===== config.mk =====
export PLATFORM = sky130hd
export DESIGN_NAME = congestion_window_controller_core_flat
export DESIGN_NICKNAME = d
export VERILOG_FILES = /design/src/cwc_pkg.sv /design/src/cwc_if.sv /design/src/cwc_front.sv /design/src/cwc_back.sv /design/src/congestion_window_controller_core.sv /design/src/flat_wrapper.sv
export SDC_FILE = /design/constraint.sdc
export NUM_CORES = 2
export LEC_CHECK = 0
export ABC_AREA = 1
export BUFFER_PORTS_ARGS = -buffer_cell sky130_fd_sc_hd__buf_2
export CAP_MARGIN = 20
export CORE_UTILIZATION = 30
export DETAILED_ROUTE_END_ITERATION = 8
export GPL_TIMING_DRIVEN = 1
export HOLD_SLACK_MARGIN = 0.12
export PLACE_DENSITY_LB_ADDON = 0.25
export SLEW_MARGIN = 20
export SYNTH_ARGS = -nofsm -noshare
export SYNTH_HDL_FRONTEND = slang
export SYNTH_SLANG_ARGS = --single-unit

===== constraint.sdc =====
create_clock -name clock -period 9.8 [get_ports clock]
set_input_delay 0.49 -clock clock [delete_from_list [all_inputs] [get_ports clock]]
set_output_delay 0.49 -clock clock [all_outputs]
set_load 0.03 [all_outputs]

===== src/cwc_pkg.sv =====
// Shared types and constants for the congestion window controller.
`default_nettype none
package cwc_pkg;
   localparam int WIN_W = 24;
   localparam int SEQ_W = 32;
   localparam logic [WIN_W-1:0] WIN_MAX = 24'hFFFFFF;

   typedef enum logic [1:0] {
      CMD_DATA    = 2'd0,
      CMD_TIMEOUT = 2'd1,
      CMD_NACK    = 2'd2,
      CMD_NONE    = 2'd3
   } cmd_type;

   typedef enum logic [1:0] {
      RSN_CONGESTION = 2'd0,
      RSN_BUSY       = 2'd1,
      RSN_FREE       = 2'd2,
      RSN_OTHER      = 2'd3
   } reason_type;

   localparam logic [1:0] MODE_AIMD = 2'd0;
   localparam logic [1:0] MODE_ECP  = 2'd1;

   localparam logic [1:0] REG_MODE  = 2'd0;
   localparam logic [1:0] REG_BETA  = 2'd1;
   localparam logic [1:0] REG_INIT  = 2'd2;
   localparam logic [1:0] REG_FLOOR = 2'd3;

   // Front-end classification of one request.
   typedef enum logic [2:0] {
      OP_REPORT   = 3'd0,
      OP_GROW     = 3'd1,
      OP_SHRINK_T = 3'd2,
      OP_SHRINK_N = 3'd3,
      OP_HELD     = 3'd4,
      OP_ADJ_SET  = 3'd5,
      OP_ADJ_CLR  = 3'd6
   } op_type;

   typedef struct packed {
      op_type           op;
      logic [SEQ_W-1:0] seq_num;
      logic [SEQ_W-1:0] next_seq;
   } job_type;

   typedef enum logic [2:0] {
      ST_IDLE   = 3'd0,
      ST_DIV    = 3'd1,
      ST_MUL    = 3'd2,
      ST_FLOOR  = 3'd3,
      ST_OUT    = 3'd4
   } back_state_type;
endpackage
`default_nettype wire


===== src/cwc_if.sv =====
// Valid/ready channel interfaces for requests and responses.
`default_nettype none
interface cwc_req_if import cwc_pkg::*; ();
   logic             valid;
   logic             ready;
   logic [1:0]       command;
   logic [SEQ_W-1:0] seq_num;
   logic [SEQ_W-1:0] next_seq;
   logic [1:0]       nack_reason;
   modport source (output valid, command, seq_num, next_seq, nack_reason, input ready);
   modport sink (input valid, command, seq_num, next_seq, nack_reason, output ready);
endinterface

interface cwc_rsp_if import cwc_pkg::*; ();
   logic             valid;
   logic             ready;
   logic [WIN_W-1:0] window_out;
   logic [WIN_W-1:0] threshold_out;
   logic             decreased;
   logic             suppressed;
   modport source (output valid, window_out, threshold_out, decreased, suppressed,
                   input ready);
   modport sink (input valid, window_out, threshold_out, decreased, suppressed,
                 output ready);
endinterface
`default_nettype wire


===== src/cwc_front.sv =====
// Front end: accepts requests, keeps the nacked-sequence table, classifies.
`default_nettype none
module cwc_front import cwc_pkg::*; #(
   parameter int DEPTH = 16
) (
   input  wire logic          clock,
   input  wire logic          reset,
   cwc_req_if.sink            req,
   input  wire logic [1:0]    mode,
   output job_type            job,
   output logic               job_valid,
   input  wire logic          job_ready
);
   localparam int PW = (DEPTH > 1) ? $clog2(DEPTH) : 1;

   logic [DEPTH-1:0] vld_ff, vld_in;
   logic [SEQ_W-1:0] seq_ff [DEPTH];
   logic [PW-1:0]    wp_ff, wp_in;
   logic             busy_ff, busy_in;
   job_type          job_ff, job_in;
   logic [DEPTH-1:0] hit;
   logic             do_insert;

   assign req.ready = !busy_ff || job_ready;
   assign job       = job_ff;
   assign job_valid = busy_ff;

   always_comb begin
      for (int i = 0; i < DEPTH; i++) begin
         hit[i] = vld_ff[i] && (seq_ff[i] == req.seq_num);
      end
   end

   always_comb begin
      vld_in    = vld_ff;
      wp_in     = wp_ff;
      busy_in   = busy_ff && !job_ready;
      job_in    = job_ff;
      do_insert = 1'b0;
      if (req.valid && req.ready) begin
         busy_in         = 1'b1;
         job_in.seq_num  = req.seq_num;
         job_in.next_seq = req.next_seq;
         job_in.op       = OP_REPORT;
         case (cmd_type'(req.command))
            CMD_DATA: job_in.op = OP_GROW;
            CMD_TIMEOUT: begin
               if (|hit) begin
                  vld_in    = vld_ff & ~hit;
                  job_in.op = OP_HELD;
               end else begin
                  job_in.op = OP_SHRINK_T;
               end
            end
            CMD_NACK: begin
               if (mode == MODE_ECP) begin
                  case (reason_type'(req.nack_reason))
                     RSN_FREE:       job_in.op = OP_ADJ_SET;
                     RSN_BUSY:       job_in.op = OP_ADJ_CLR;
                     RSN_CONGESTION: job_in.op = OP_SHRINK_N;
                     default:        job_in.op = OP_REPORT;
                  endcase
               end else if (mode == MODE_AIMD &&
                            req.nack_reason == RSN_CONGESTION) begin
                  job_in.op = OP_SHRINK_N;
                  if (!(|hit)) begin
                     do_insert     = 1'b1;
                     vld_in[wp_ff] = 1'b1;
                     wp_in         = (wp_ff == PW'(DEPTH - 1)) ? '0 : wp_ff + 1'b1;
                  end
               end
            end
            default: job_in.op = OP_REPORT;
         endcase
      end
   end

   always_ff @(posedge clock) begin
      if (reset) begin
         vld_ff  <= '0;
         wp_ff   <= '0;
         busy_ff <= 1'b0;
      end else begin
         vld_ff  <= vld_in;
         wp_ff   <= wp_in;
         busy_ff <= busy_in;
      end
      job_ff <= job_in;
      if (do_insert) begin
         seq_ff[wp_ff] <= req.seq_num;
      end
   end

`ifndef ASSERT_OFF
   a_held_was_hit: assert property (@(posedge clock) disable iff (reset)
      (req.valid && req.ready && req.command == CMD_TIMEOUT && |hit)
      |=> (job_ff.op == OP_HELD))
      else $error("table hit not classified as held");
   a_take_clears: assert property (@(posedge clock) disable iff (reset)
      (req.valid && req.ready && req.command == CMD_TIMEOUT && |hit)
      |=> ((vld_ff & $past(hit)) == '0))
      else $error("hit entry still valid");
   a_stall_hold: assert property (@(posedge clock) disable iff (reset)
      (busy_ff && !job_ready) |=> (busy_ff && $stable(job_ff)))
      else $error("queued job lost");
`endif
endmodule
`default_nettype wire


===== src/cwc_back.sv =====
// Back end: applies growth and decreases to the window, with a serial divider for 1/window growth.
`default_nettype none
module cwc_back import cwc_pkg::*; #(
   parameter int FRAC = 8
) (
   input  wire logic             clock,
   input  wire logic             reset,
   input  wire job_type          job,
   input  wire logic             job_valid,
   output logic                  job_ready,
   input  wire logic [1:0]       mode,
   input  wire logic [7:0]       beta,
   input  wire logic [WIN_W-1:0] init_win,
   input  wire logic             floor_init,
   input  wire logic             load_win,
   cwc_rsp_if.source             rsp
);
   localparam int NW = 2 * FRAC + 1;
   localparam int CW = $clog2(NW + 1);
   localparam logic [WIN_W-1:0] ONE = WIN_W'(1) << FRAC;

   back_state_type   st_ff, st_in;
   logic [WIN_W-1:0] win_ff, win_in, thr_ff, thr_in, before_ff, before_in;
   logic [SEQ_W-1:0] high_ff, high_in, rec_ff, rec_in;
   logic             adj_ff, adj_in, held_ff, held_in;
   job_type          cur_ff, cur_in;
   logic [NW-1:0]    quo_ff, quo_in;
   logic [WIN_W:0]   rem_ff, rem_in;
   logic [CW-1:0]    cnt_ff, cnt_in;
   logic [WIN_W+7:0] prod_ff, prod_in;
   logic             ovalid_ff, ovalid_in;
   logic [WIN_W-1:0] owin_ff, owin_in, othr_ff, othr_in;
   logic             odec_ff, odec_in, osup_ff, osup_in;
   logic [WIN_W:0]   rem_sh, sum;
   logic [2*FRAC:0]  dividend;
   logic [WIN_W-1:0] red;

   assign dividend = (NW)'(1) << (2 * FRAC);
   assign job_ready = (st_ff == ST_IDLE);
   assign rsp.valid = ovalid_ff;
   assign rsp.window_out = owin_ff;
   assign rsp.threshold_out = othr_ff;
   assign rsp.decreased = odec_ff;
   assign rsp.suppressed = osup_ff;

   always_ff @(posedge clock) begin
      if (reset) begin
         st_ff     <= ST_IDLE;
         thr_ff    <= WIN_MAX;
         high_ff   <= '0;
         rec_ff    <= '0;
         adj_ff    <= 1'b1;
         ovalid_ff <= 1'b0;
      end else begin
         st_ff     <= st_in;
         thr_ff    <= thr_in;
         high_ff   <= high_in;
         rec_ff    <= rec_in;
         adj_ff    <= adj_in;
         ovalid_ff <= ovalid_in;
      end
      if (reset || load_win) begin
         win_ff <= init_win;
      end else begin
         win_ff <= win_in;
      end
      before_ff <= before_in;
      held_ff   <= held_in;
      cur_ff    <= cur_in;
      quo_ff    <= quo_in;
      rem_ff    <= rem_in;
      cnt_ff    <= cnt_in;
      prod_ff   <= prod_in;
      owin_ff   <= owin_in;
      othr_ff   <= othr_in;
      odec_ff   <= odec_in;
      osup_ff   <= osup_in;
   end

   always_comb begin
      st_in = st_ff; win_in = win_ff; thr_in = thr_ff; before_in = before_ff;
      high_in = high_ff; rec_in = rec_ff; adj_in = adj_ff; held_in = held_ff;
      cur_in = cur_ff; quo_in = quo_ff; rem_in = rem_ff; cnt_in = cnt_ff;
      prod_in = prod_ff; ovalid_in = ovalid_ff && !rsp.ready;
      owin_in = owin_ff; othr_in = othr_ff; odec_in = odec_ff; osup_in = osup_ff;
      rem_sh = {rem_ff[WIN_W-1:0], dividend[cnt_ff[CW-1:0] - 1'b1]};
      sum = '0;
      red = '0;
      case (st_ff)
         ST_IDLE: begin
            if (job_valid) begin
               cur_in = job; before_in = win_ff; held_in = 1'b0;
               rem_in = '0; quo_in = '0; cnt_in = CW'(NW);
               st_in = ST_OUT;
               case (job.op)
                  OP_GROW: begin
                     if (high_ff < job.seq_num) high_in = job.seq_num;
                     if (mode == MODE_AIMD && win_ff < thr_ff) begin
                        sum = {1'b0, win_ff} + {1'b0, ONE};
                        win_in = sum[WIN_W] ? WIN_MAX : sum[WIN_W-1:0];
                     end else if (mode == MODE_ECP && adj_ff) begin
                        sum = {1'b0, win_ff} + {1'b0, ONE >> 1};
                        win_in = sum[WIN_W] ? WIN_MAX : sum[WIN_W-1:0];
                     end else if (mode == MODE_AIMD || mode == MODE_ECP) begin
                        st_in = ST_DIV;
                     end
                  end
                  OP_SHRINK_T, OP_SHRINK_N: begin
                     if (!(high_ff > rec_ff)) begin
                        held_in = 1'b1;
                     end else begin
                        rec_in = job.next_seq;
                        prod_in = {8'd0, win_ff} *
                                  {24'd0, ((job.op == OP_SHRINK_T) ? beta : 8'd224)};
                        st_in = ST_MUL;
                     end
                  end
                  OP_HELD:    held_in = 1'b1;
                  OP_ADJ_SET: adj_in = 1'b1;
                  OP_ADJ_CLR: adj_in = 1'b0;
                  default: ;
               endcase
            end
         end
         ST_DIV: begin
            // restoring division of 1.0*1.0 by the window, one bit a cycle
            if (rem_sh >= {1'b0, win_ff}) begin
               rem_in = rem_sh - {1'b0, win_ff};
               quo_in = {quo_ff[NW-2:0], 1'b1};
            end else begin
               rem_in = rem_sh;
               quo_in = {quo_ff[NW-2:0], 1'b0};
            end
            cnt_in = cnt_ff - 1'b1;
            if (cnt_ff == CW'(1)) begin
               sum = {1'b0, win_ff} + ((win_ff == '0) ? {1'b0, ONE}
                                                        : (WIN_W+1)'(quo_in));
               win_in = sum[WIN_W] ? WIN_MAX : sum[WIN_W-1:0];
               st_in = ST_OUT;
            end
         end
         ST_MUL: begin
            if (mode == MODE_AIMD) begin
               red = (cur_ff.op == OP_SHRINK_N) ? (win_ff >> 1) : prod_ff[WIN_W+7:8];
               thr_in = red;
            end else if (mode == MODE_ECP) begin
               red = (cur_ff.op == OP_SHRINK_N) ? prod_ff[WIN_W+7:8] : (win_ff >> 1);
            end else begin
               red = win_ff;
            end
            win_in = red;
            st_in = ST_FLOOR;
         end
         ST_FLOOR: begin
            if (floor_init && win_ff < init_win) win_in = init_win;
            else if (win_ff < ONE) win_in = ONE;
            st_in = ST_OUT;
         end
         ST_OUT: begin
            if (!ovalid_ff || rsp.ready) begin
               ovalid_in = 1'b1;
               owin_in = win_ff; othr_in = thr_ff;
               odec_in = win_ff < before_ff; osup_in = held_ff;
               st_in = ST_IDLE;
            end
         end
         default: st_in = ST_IDLE;
      endcase
   end

`ifndef ASSERT_OFF
   a_held_keeps: assert property (@(posedge clock) disable iff (reset)
      (rsp.valid && rsp.suppressed && !$past(rsp.valid && !rsp.ready))
      |-> !rsp.decreased)
      else $error("suppressed response also decreased");
   a_one_job: assert property (@(posedge clock) disable iff (reset)
      (st_ff != ST_IDLE) |-> !job_ready)
      else $error("back end took a job while busy");
   a_floor: assert property (@(posedge clock) disable iff (reset)
      (st_ff == ST_FLOOR) |=> (win_ff >= ONE || floor_init))
      else $error("window below one after decrease");
`endif
endmodule
`default_nettype wire


===== src/congestion_window_controller_core.sv =====
// Top level of the congestion window controller.
// One request yields one response. A data, timeout or nack request that
// needs no reciprocal and no decrease goes straight to the response; growth by
// 1/window runs a one-bit-per-cycle restoring divider. A decrease either
// halves the window or scales it by one 24x8 multiply, then applies the floor.
// The front end keeps the nacked-sequence table and can hold one classified
// request while the back end works; the response sits in an output register.
// The window starts at the initial window's reset value; later csr writes to
// the initial window only move the floor applied after a decrease.
`default_nettype none
module congestion_window_controller_core import cwc_pkg::*; #(
   parameter int NACK_TABLE_DEPTH = 16,
   parameter int WINDOW_FRAC_BITS = 8
) (
   input  wire logic             clock,
   input  wire logic             reset,
   cwc_req_if.sink               req,
   cwc_rsp_if.source             rsp,
   input  wire logic             csr_we,
   input  wire logic [1:0]       csr_index,
   input  wire logic [WIN_W-1:0] csr_wdata
);
   logic [1:0]       mode_ff;
   logic [7:0]       beta_ff;
   logic [WIN_W-1:0] init_ff;
   logic             floor_ff;
   job_type          job;
   logic             job_valid, job_ready;

   always_ff @(posedge clock) begin
      if (reset) begin
         mode_ff  <= MODE_AIMD;
         beta_ff  <= 8'd128;
         init_ff  <= WIN_W'(1) << WINDOW_FRAC_BITS;
         floor_ff <= 1'b0;
      end else if (csr_we) begin
         case (csr_index)
            REG_MODE:  mode_ff  <= csr_wdata[1:0];
            REG_BETA:  beta_ff  <= csr_wdata[7:0];
            REG_INIT:  init_ff  <= csr_wdata;
            REG_FLOOR: floor_ff <= csr_wdata[0];
            default: ;
         endcase
      end
   end

   cwc_front #(.DEPTH(NACK_TABLE_DEPTH)) u_front (
      .clock, .reset, .req, .mode(mode_ff),
      .job, .job_valid, .job_ready
   );

   // reset window loads from the register's reset value, which is 1.0
   cwc_back #(.FRAC(WINDOW_FRAC_BITS)) u_back (
      .clock, .reset, .job, .job_valid, .job_ready,
      .mode(mode_ff), .beta(beta_ff), .init_win(init_ff), .floor_init(floor_ff),
      .load_win(1'b0), .rsp
   );
endmodule
`default_nettype wire

===== src/flat_wrapper.sv =====
// flat-port wrapper written by rule: the top's interface ports become plain ports
module congestion_window_controller_core_flat import cwc_pkg::*;
#(
   parameter int NACK_TABLE_DEPTH = 16,
   parameter int WINDOW_FRAC_BITS = 8
)
  (clock, reset, csr_we, csr_index, csr_wdata, req_valid, req_command, req_seq_num, req_next_seq, req_nack_reason, req_ready, rsp_valid, rsp_window_out, rsp_threshold_out, rsp_decreased, rsp_suppressed, rsp_ready);
  cwc_req_if req_i ();
  cwc_rsp_if rsp_i ();
  input  wire logic clock;
  input  wire logic reset;
  input  wire logic csr_we;
  input  wire logic [1:0] csr_index;
  input  wire logic [WIN_W-1:0] csr_wdata;
  input wire logic [$bits(req_i.valid)-1:0] req_valid;
  input wire logic [$bits(req_i.command)-1:0] req_command;
  input wire logic [$bits(req_i.seq_num)-1:0] req_seq_num;
  input wire logic [$bits(req_i.next_seq)-1:0] req_next_seq;
  input wire logic [$bits(req_i.nack_reason)-1:0] req_nack_reason;
  output wire logic [$bits(req_i.ready)-1:0] req_ready;
  output wire logic [$bits(rsp_i.valid)-1:0] rsp_valid;
  output wire logic [$bits(rsp_i.window_out)-1:0] rsp_window_out;
  output wire logic [$bits(rsp_i.threshold_out)-1:0] rsp_threshold_out;
  output wire logic [$bits(rsp_i.decreased)-1:0] rsp_decreased;
  output wire logic [$bits(rsp_i.suppressed)-1:0] rsp_suppressed;
  input wire logic [$bits(rsp_i.ready)-1:0] rsp_ready;
  assign req_i.valid = req_valid;
  assign req_i.command = req_command;
  assign req_i.seq_num = req_seq_num;
  assign req_i.next_seq = req_next_seq;
  assign req_i.nack_reason = req_nack_reason;
  assign req_ready = req_i.ready;
  assign rsp_valid = rsp_i.valid;
  assign rsp_window_out = rsp_i.window_out;
  assign rsp_threshold_out = rsp_i.threshold_out;
  assign rsp_decreased = rsp_i.decreased;
  assign rsp_suppressed = rsp_i.suppressed;
  assign rsp_i.ready = rsp_ready;
  congestion_window_controller_core #(.NACK_TABLE_DEPTH(NACK_TABLE_DEPTH), .WINDOW_FRAC_BITS(WINDOW_FRAC_BITS)) u_core (.clock(clock), .reset(reset), .req(req_i), .rsp(rsp_i), .csr_we(csr_we), .csr_index(csr_index), .csr_wdata(csr_wdata));
endmodule

* After elaboration in Yosys (flattened, before gate mapping) *
Memories as Yosys holds them, arrays and structs flattened.
Cells that the tools add are included.

cells by class
  divide/modulo/power cells = 0
  multiplexer cells = 63
  shifts and indexed selects = 0
  $lt $le $gt $ge = 10
  reduce and logical (&&, ||, !) cells = 58
  multiply operators = 1
  bitwise logic cells = 5
  eq/ne operators = 50
  $add $sub $neg = 6

operators by type and width
  kind                     count
  $eq A32 B32 Y1           16
  $mux W24                 17
  $pmux W24 S4             1
  $mux W16                 5
  $lt A24 B24 Y1           3
  $pmux W16 S2             2
  $pmux W24 S2             1
  $mux W17                 2
  $gt A32 B32 Y1           1
  $lt A32 B32 Y1           1
  $mul A24 B8 Y32          1
  $mux W3                  9
  $add A24 B17 Y25         1
  $add A24 B8 Y25 const B  1
  $add A24 B9 Y25 const B  1
  $ge A25 B24 Y1           1
  $logic_and A1 B1 Y1      24
  $logic_not A24 Y1        1
  $lt A24 B9 Y1 const B    1
  $sub A24 B24 Y24         1
  $pmux W3 S3              2
  $and A16 B16 Y16         1
  $not A16 Y16             1
  $or A16 B16 Y16          1
  42 further kinds         98

word-level totals
  input bits = 99
  ROM bits = 32
  bits in writable memories = 512
  memories = 2
  register bits after elaboration = 395
  output and inout bits = 52
  bits in latches = 0

memories
  memory                 words  bits a word  rd ports  clocked after Yosys merged registers in  wr ports  RTL line         text
  u_core.u_front.seq_ff  16     32           16        0                                        1         cwc_front.sv:17  logic [SEQ_W-1:0] seq_ff [DEPTH];
  (name not given)       32     1            1         0                                        0         cwc_back.sv:86   rem_sh = {rem_ff[WIN_W-1:0], dividend[cnt_ff[CW-1:0] - 1'b1]};

* Logic depth before layout (Yosys ltp) *
  word-level depth = 12
  depth in mapped cells = 37
  mapped depth without buffers = 36

* Modules after synthesis *
Synthesis repeated with hierarchy kept, for this count alone.

unflattened totals
  cell total of the unflattened synthesis = 5618
  area total of the unflattened synthesis = 52606.7 um^2

by module, submodules not included
  module                             cells an instance  area each (um^2)  times used
  cwc_front                          2036               26532.9           1
  cwc_back                           3358               24608.6           1
  congestion_window_controller_core  224                1465.2            1

* Least setup slack after synthesis *
OpenSTA, ideal clock, no wires.

  path type = register to register
  start point = register u_core.u_front.job_ff (netlist bit u_core.u_front.job[66])
  end point = register u_core.u_back.prod_ff[28], data pin
  cell stages (with the launch flop) = 24
  arrival time = 4.693 ns
  clock period less this slack = 4.946 ns
  setup slack = 4.854 ns
  library setup time = 0.252 ns
  path through = edfxtp_1 > inv_2 > nand2_2 > nor2_4 > inv_1 > nor2_1 > clkbuf_1 > inv_1 > nand2_1 > fa_1 > fa_1 > fa_1 > fa_1 > inv_1 > ha_1 > nand2_1 > nor2_1 > nand4_1 > o21ai_1 > nand2_1 > o21bai_2 > nand3_1 > nand3_1 > nand2_1

between the ends
  longest elaborated chain between the ends = 3

ends and longest elaborated chain
  what                    RTL line         text
  start, declared         cwc_front.sv:20  job_type job_ff, job_in;
  start signal, assigned  cwc_front.sv:88  job_ff <= job_in;
  $eq A3 B2 Y1            cwc_back.sv:114  {24'd0, ((job.op == OP_SHRINK_T) ? beta : 8'd224)};
  $mux W8                 cwc_back.sv:114
  $mul A24 B8 Y32         cwc_back.sv:113  prod_in = {8'd0, win_ff} *
  end signal, assigned    cwc_back.sv:73   prod_ff <= prod_in;
  end, declared           cwc_back.sv:30   logic [WIN_W+7:0] prod_ff, prod_in;

Every way passes these cells.
A chain may end at the register's enable or synchronous reset.

* Worst setup path in the final report *
  start point = register u_core.u_back.win_ff[1]
  end point = register u_core.u_back.win_ff[23], data pin

between the ends
  longest elaborated chain between the ends = 9

ends and longest elaborated chain
  what                    RTL line         text
  start, declared         cwc_back.sv:23   logic [WIN_W-1:0] win_ff, win_in, thr_ff, thr_in, before_ff, before_in;
  start signal, assigned  cwc_back.sv:63   win_ff <= init_win;
  start signal, assigned  cwc_back.sv:65   win_ff <= win_in;
  $ge A25 B24 Y1          cwc_back.sv:127  if (rem_sh >= {1'b0, win_ff}) begin
  $mux W1                 cwc_back.sv:127
  $mux W17                cwc_back.sv:89   case (st_ff)
  $mux W17                cwc_back.sv:136  sum = {1'b0, win_ff} + ((win_ff == '0) ? {1'b0, ONE}
  $add A24 B17 Y25        cwc_back.sv:136
  $mux W24                cwc_back.sv:138  win_in = sum[WIN_W] ? WIN_MAX : sum[WIN_W-1:0];
  $mux W24                cwc_back.sv:135  if (cnt_ff == CW'(1)) begin
  $pmux W24 S4 (*)        cwc_back.sv:89
  $mux W24 (*)            cwc_back.sv:62   if (reset || load_win) begin

Every way passes the cells marked *; elsewhere a longest branch is shown, timed or not. The select of a mux whose other input is x is not followed.

==> summary.txt <==
Logic synthesis
  – Post-synth design cell area: 51600 um^2
  – Primary FF master, synth: edfxtp_1
  – Post-synth EDFFs: 750
  – Unique masters post-synth: 60
  – Synth area leaders: edfxtp_1 44%, nand2_1 9.7%, dfxtp_1 5.8%
  – Cells after Synth: 5635
  – Leading area contributor after synthesis: edfxtp_1
  – Yosys warning count: 0
  – Post-Syn Nets: 6102
  – Post-synthesis sequential area ratio: 49.4%
  – Area fraction of the dominant cell type after synthesis: 43.6%
  – Synth Register Bits: 899
  – Syn avg cell area: 9.16 um^2
  – Asr flop ratio synth: 0%

Finish
  – Synth-to-layout area growth: 13.8%
  – NumNets Final: 6308
  – Final std cells w/o fill: 8143
  – Util after Layout: 34.5%
  – Share of layout cells above drive strength 1: 7.58%

STA
  – Fmax: 0.168 GHz
  – Final Max Tran Viols: 0
  – Final Cycle Share: 60.6%
  – Worst hold slack: 0.182 ns
  – Final setup violation count: 0
  – Fin Clk Skew: 0.0740 ns
  – Max-slew headroom: 25.2%
  – Slew at the pin closest to its max-slew limit: 1.12 ns
  – Final setup TNS: 0 ns
  – RSZ-0062 raised after global routing: false
  – Final Critical Period: 5.94 ns
  – Final number of hold-violating endpoints: 0

Power and ir drop
  – VDD IR max: 0.177 mV
  – Leakage: 0.0247 uW
  – Cell area power density: 249 nW/um^2

Detailed routing
  – DR pass1 iterations: 6
  – DR vias: 38010
  – Routed Antenna Nets: 0
  – Final WL: 156 mm
  – Avg WL per Cell: 19.2 um
  – Starting DRT DRC Count: 2740
  – Drt via density: 4.67
  – DR DRC count: 0

Worst setup path
  – Crit-path max cell delay: 0.67 ns
  – Arr. time, crit path: 6.54 ns
  – Crit-path most repeated cell: nand2_1
  – Crit end category: flop
  – Kind of critical path: reg -> reg
  – Crit start category: flop
  – Worst EP required: 10.41 ns
  – Slowest CP cell: edfxtp_1
  – Max FO, Critical Path: 50

Floorplan
  – Core area: 170000 um^2
  – Num rows: 151
  – Initial cell density of the core: 30.4%
  – I/O pin cnt: 151
  – Die area: 174000 um^2
  – DIE WIDTH: 417 um
  – Chip Height: 417 um

GRT
  – Vias in the first global route: 37052
  – M3 GR Usage: 2.83%
  – Most Used Layer, Global Route: met2
  – Met2 usage: 29.7%
  – Largest net degree at the start of global routing: 97
  – Global-route wire length before repair: 235 mm
  – GR Util met1: 23.9%
  – Initial antenna violation count: 5
  – Total track usage: 17.9%
  – GR Overflow Total: 0

CTS
  – TritonCTS Buffers: 101
  – CTS tree: built
  – Clock Sinks: 899
  – Root Driver: clkbuf_16
  – Worst skew pair latency: 0.76 ns
  – Worst-path clk slew: 0.07 ns
  – H-tree depth: 3
  – Max clock buf depth: 3

Placed design
  – DP Wirelength: 106 mm
  – GP Congestion: 0.926
  – I/O Buffers: 150
  – DP Cell Count: 7891

Min path
  – Tightest Hold Check Type: in -> reg

Flow run
  – Number of max-cap violations: 0

Outcome
  – Outcome: completed
-- sequential cells by signal, summed over array words and instances, names as in the netlist, 32 cells and up --
register,count
u_core.u_back.rec_ff,32
u_core.u_front.seq_ff,512
u_core.u_back.high_ff,32
u_core.u_front.job,67
-- area by class of cell --
class | count | area, um^2
Fill cell | 17336 | 111000
Sequential cell | 899 | 25500
Multi-Input combinational cell | 3760 | 22100
Inverter | 790 | 2970
Tap cell | 2218 | 2780
Clock buffer | 123 | 2640
Timing Repair Buffer | 289 | 2040
Clock inverter | 63 | 669
Antenna cell | 1 | 2.50
-- cell families after synthesis --
group,Yosys count,synth area share [%]
AND/OR/NAND/NOR,2421,19.0
buffers and inverters,976,8.02
flip-flops,899,49.4
AO/OA/AOI/OAI,584,6.19
XOR/XNOR,387,6.57
adder cells (fa/ha/maj),368,10.9
-- metrics by stage --
step	power, uW	area [um^2]	setup WS (ns)
floorplan	8950	51600	4.85
global placement	10800	54700	3.87
detailed placement	10800	54700	3.92
CTS	14700	58600	3.89
global route	15700	58700	3.29
finish	14600	58700	3.86
-- power by group --
part	switching (uW)	internal, uW
Combinational	4020	1980
Sequential	157	4600
Clock	1680	2170
-- worst max-delay path: cells and delay by family (launching register included) --
family                   cells  cell delay, ns
AO/OA/AOI/OAI                4            0.62
adder cells (fa/ha/maj)      3            1.05
buffers and inverters        7            1.52
flip-flops                   1            0.67
AND/OR/NAND/NOR             18            1.93
-- metal layers --
metal,vias to the layer above,wire [um]
met4,0,4620
li1,18619,-
met3,216,7740
met5,-,0
met2,974,73100
met1,18201,70700
-- layout by cell type, fill, tap and decap left out, types with 82 or more instances in the layout --
master,n
a21oi_1,258
buf_2,150
clkbuf_16,101
dfxtp_1,149
edfxtp_1,750
fa_1,133
ha_1,235
inv_1,764
nand2_1,1338
nand3_1,183
nand4_1,82
nor2_1,704
o21ai_0,215
xnor2_1,331
-- cell usage after synthesis, drive strengths merged, types with 3 or more instances --
cell    instances
a21oi         260
o21a           13
nor2          730
fa            133
inv           776
clkbuf         87
o21bai          5
o211ai         33
nand3b         14
ha            235
a211oi          6
or2            23
a31oi          13
xnor2         331
o221a           3
buf            99
xor2           56
nand2        1345
a21boi          4
nor3           26
nor4           12
o221ai          3
clkinv         14
dfxtp         149
edfxtp        750
nand3         184
nand4          82
a21o            8
o21ai         224
-- repair_timing --
| action | in CTS | in global routing |
|---|---|---|
| hold endpoints to repair | 64 | 0 |
| resized for setup | 0 | 0 |
| setup buffers | 0 | 0 |
| hold buffers | 60 | 0 |
-- worst paths after layout --
| path | startpoint | end | slack [ns] | cells after the start |
|---|---|---|---|---|
| hold / removal | csr_wdata[1] | u_core.beta_ff[1] | 0.18 | 3 |
| setup reg to reg | u_core.u_back.win_ff[1] | u_core.u_back.win_ff[23] | 3.86 | 32 |
| hold reg to reg | u_core.u_back.held_ff | u_core.u_back.rsp.suppressed | 0.42 | 0 |
| setup / recovery | u_core.u_back.win_ff[1] | u_core.u_back.win_ff[23] | 3.86 | 32 |
(Power assumes the default switching activity.)
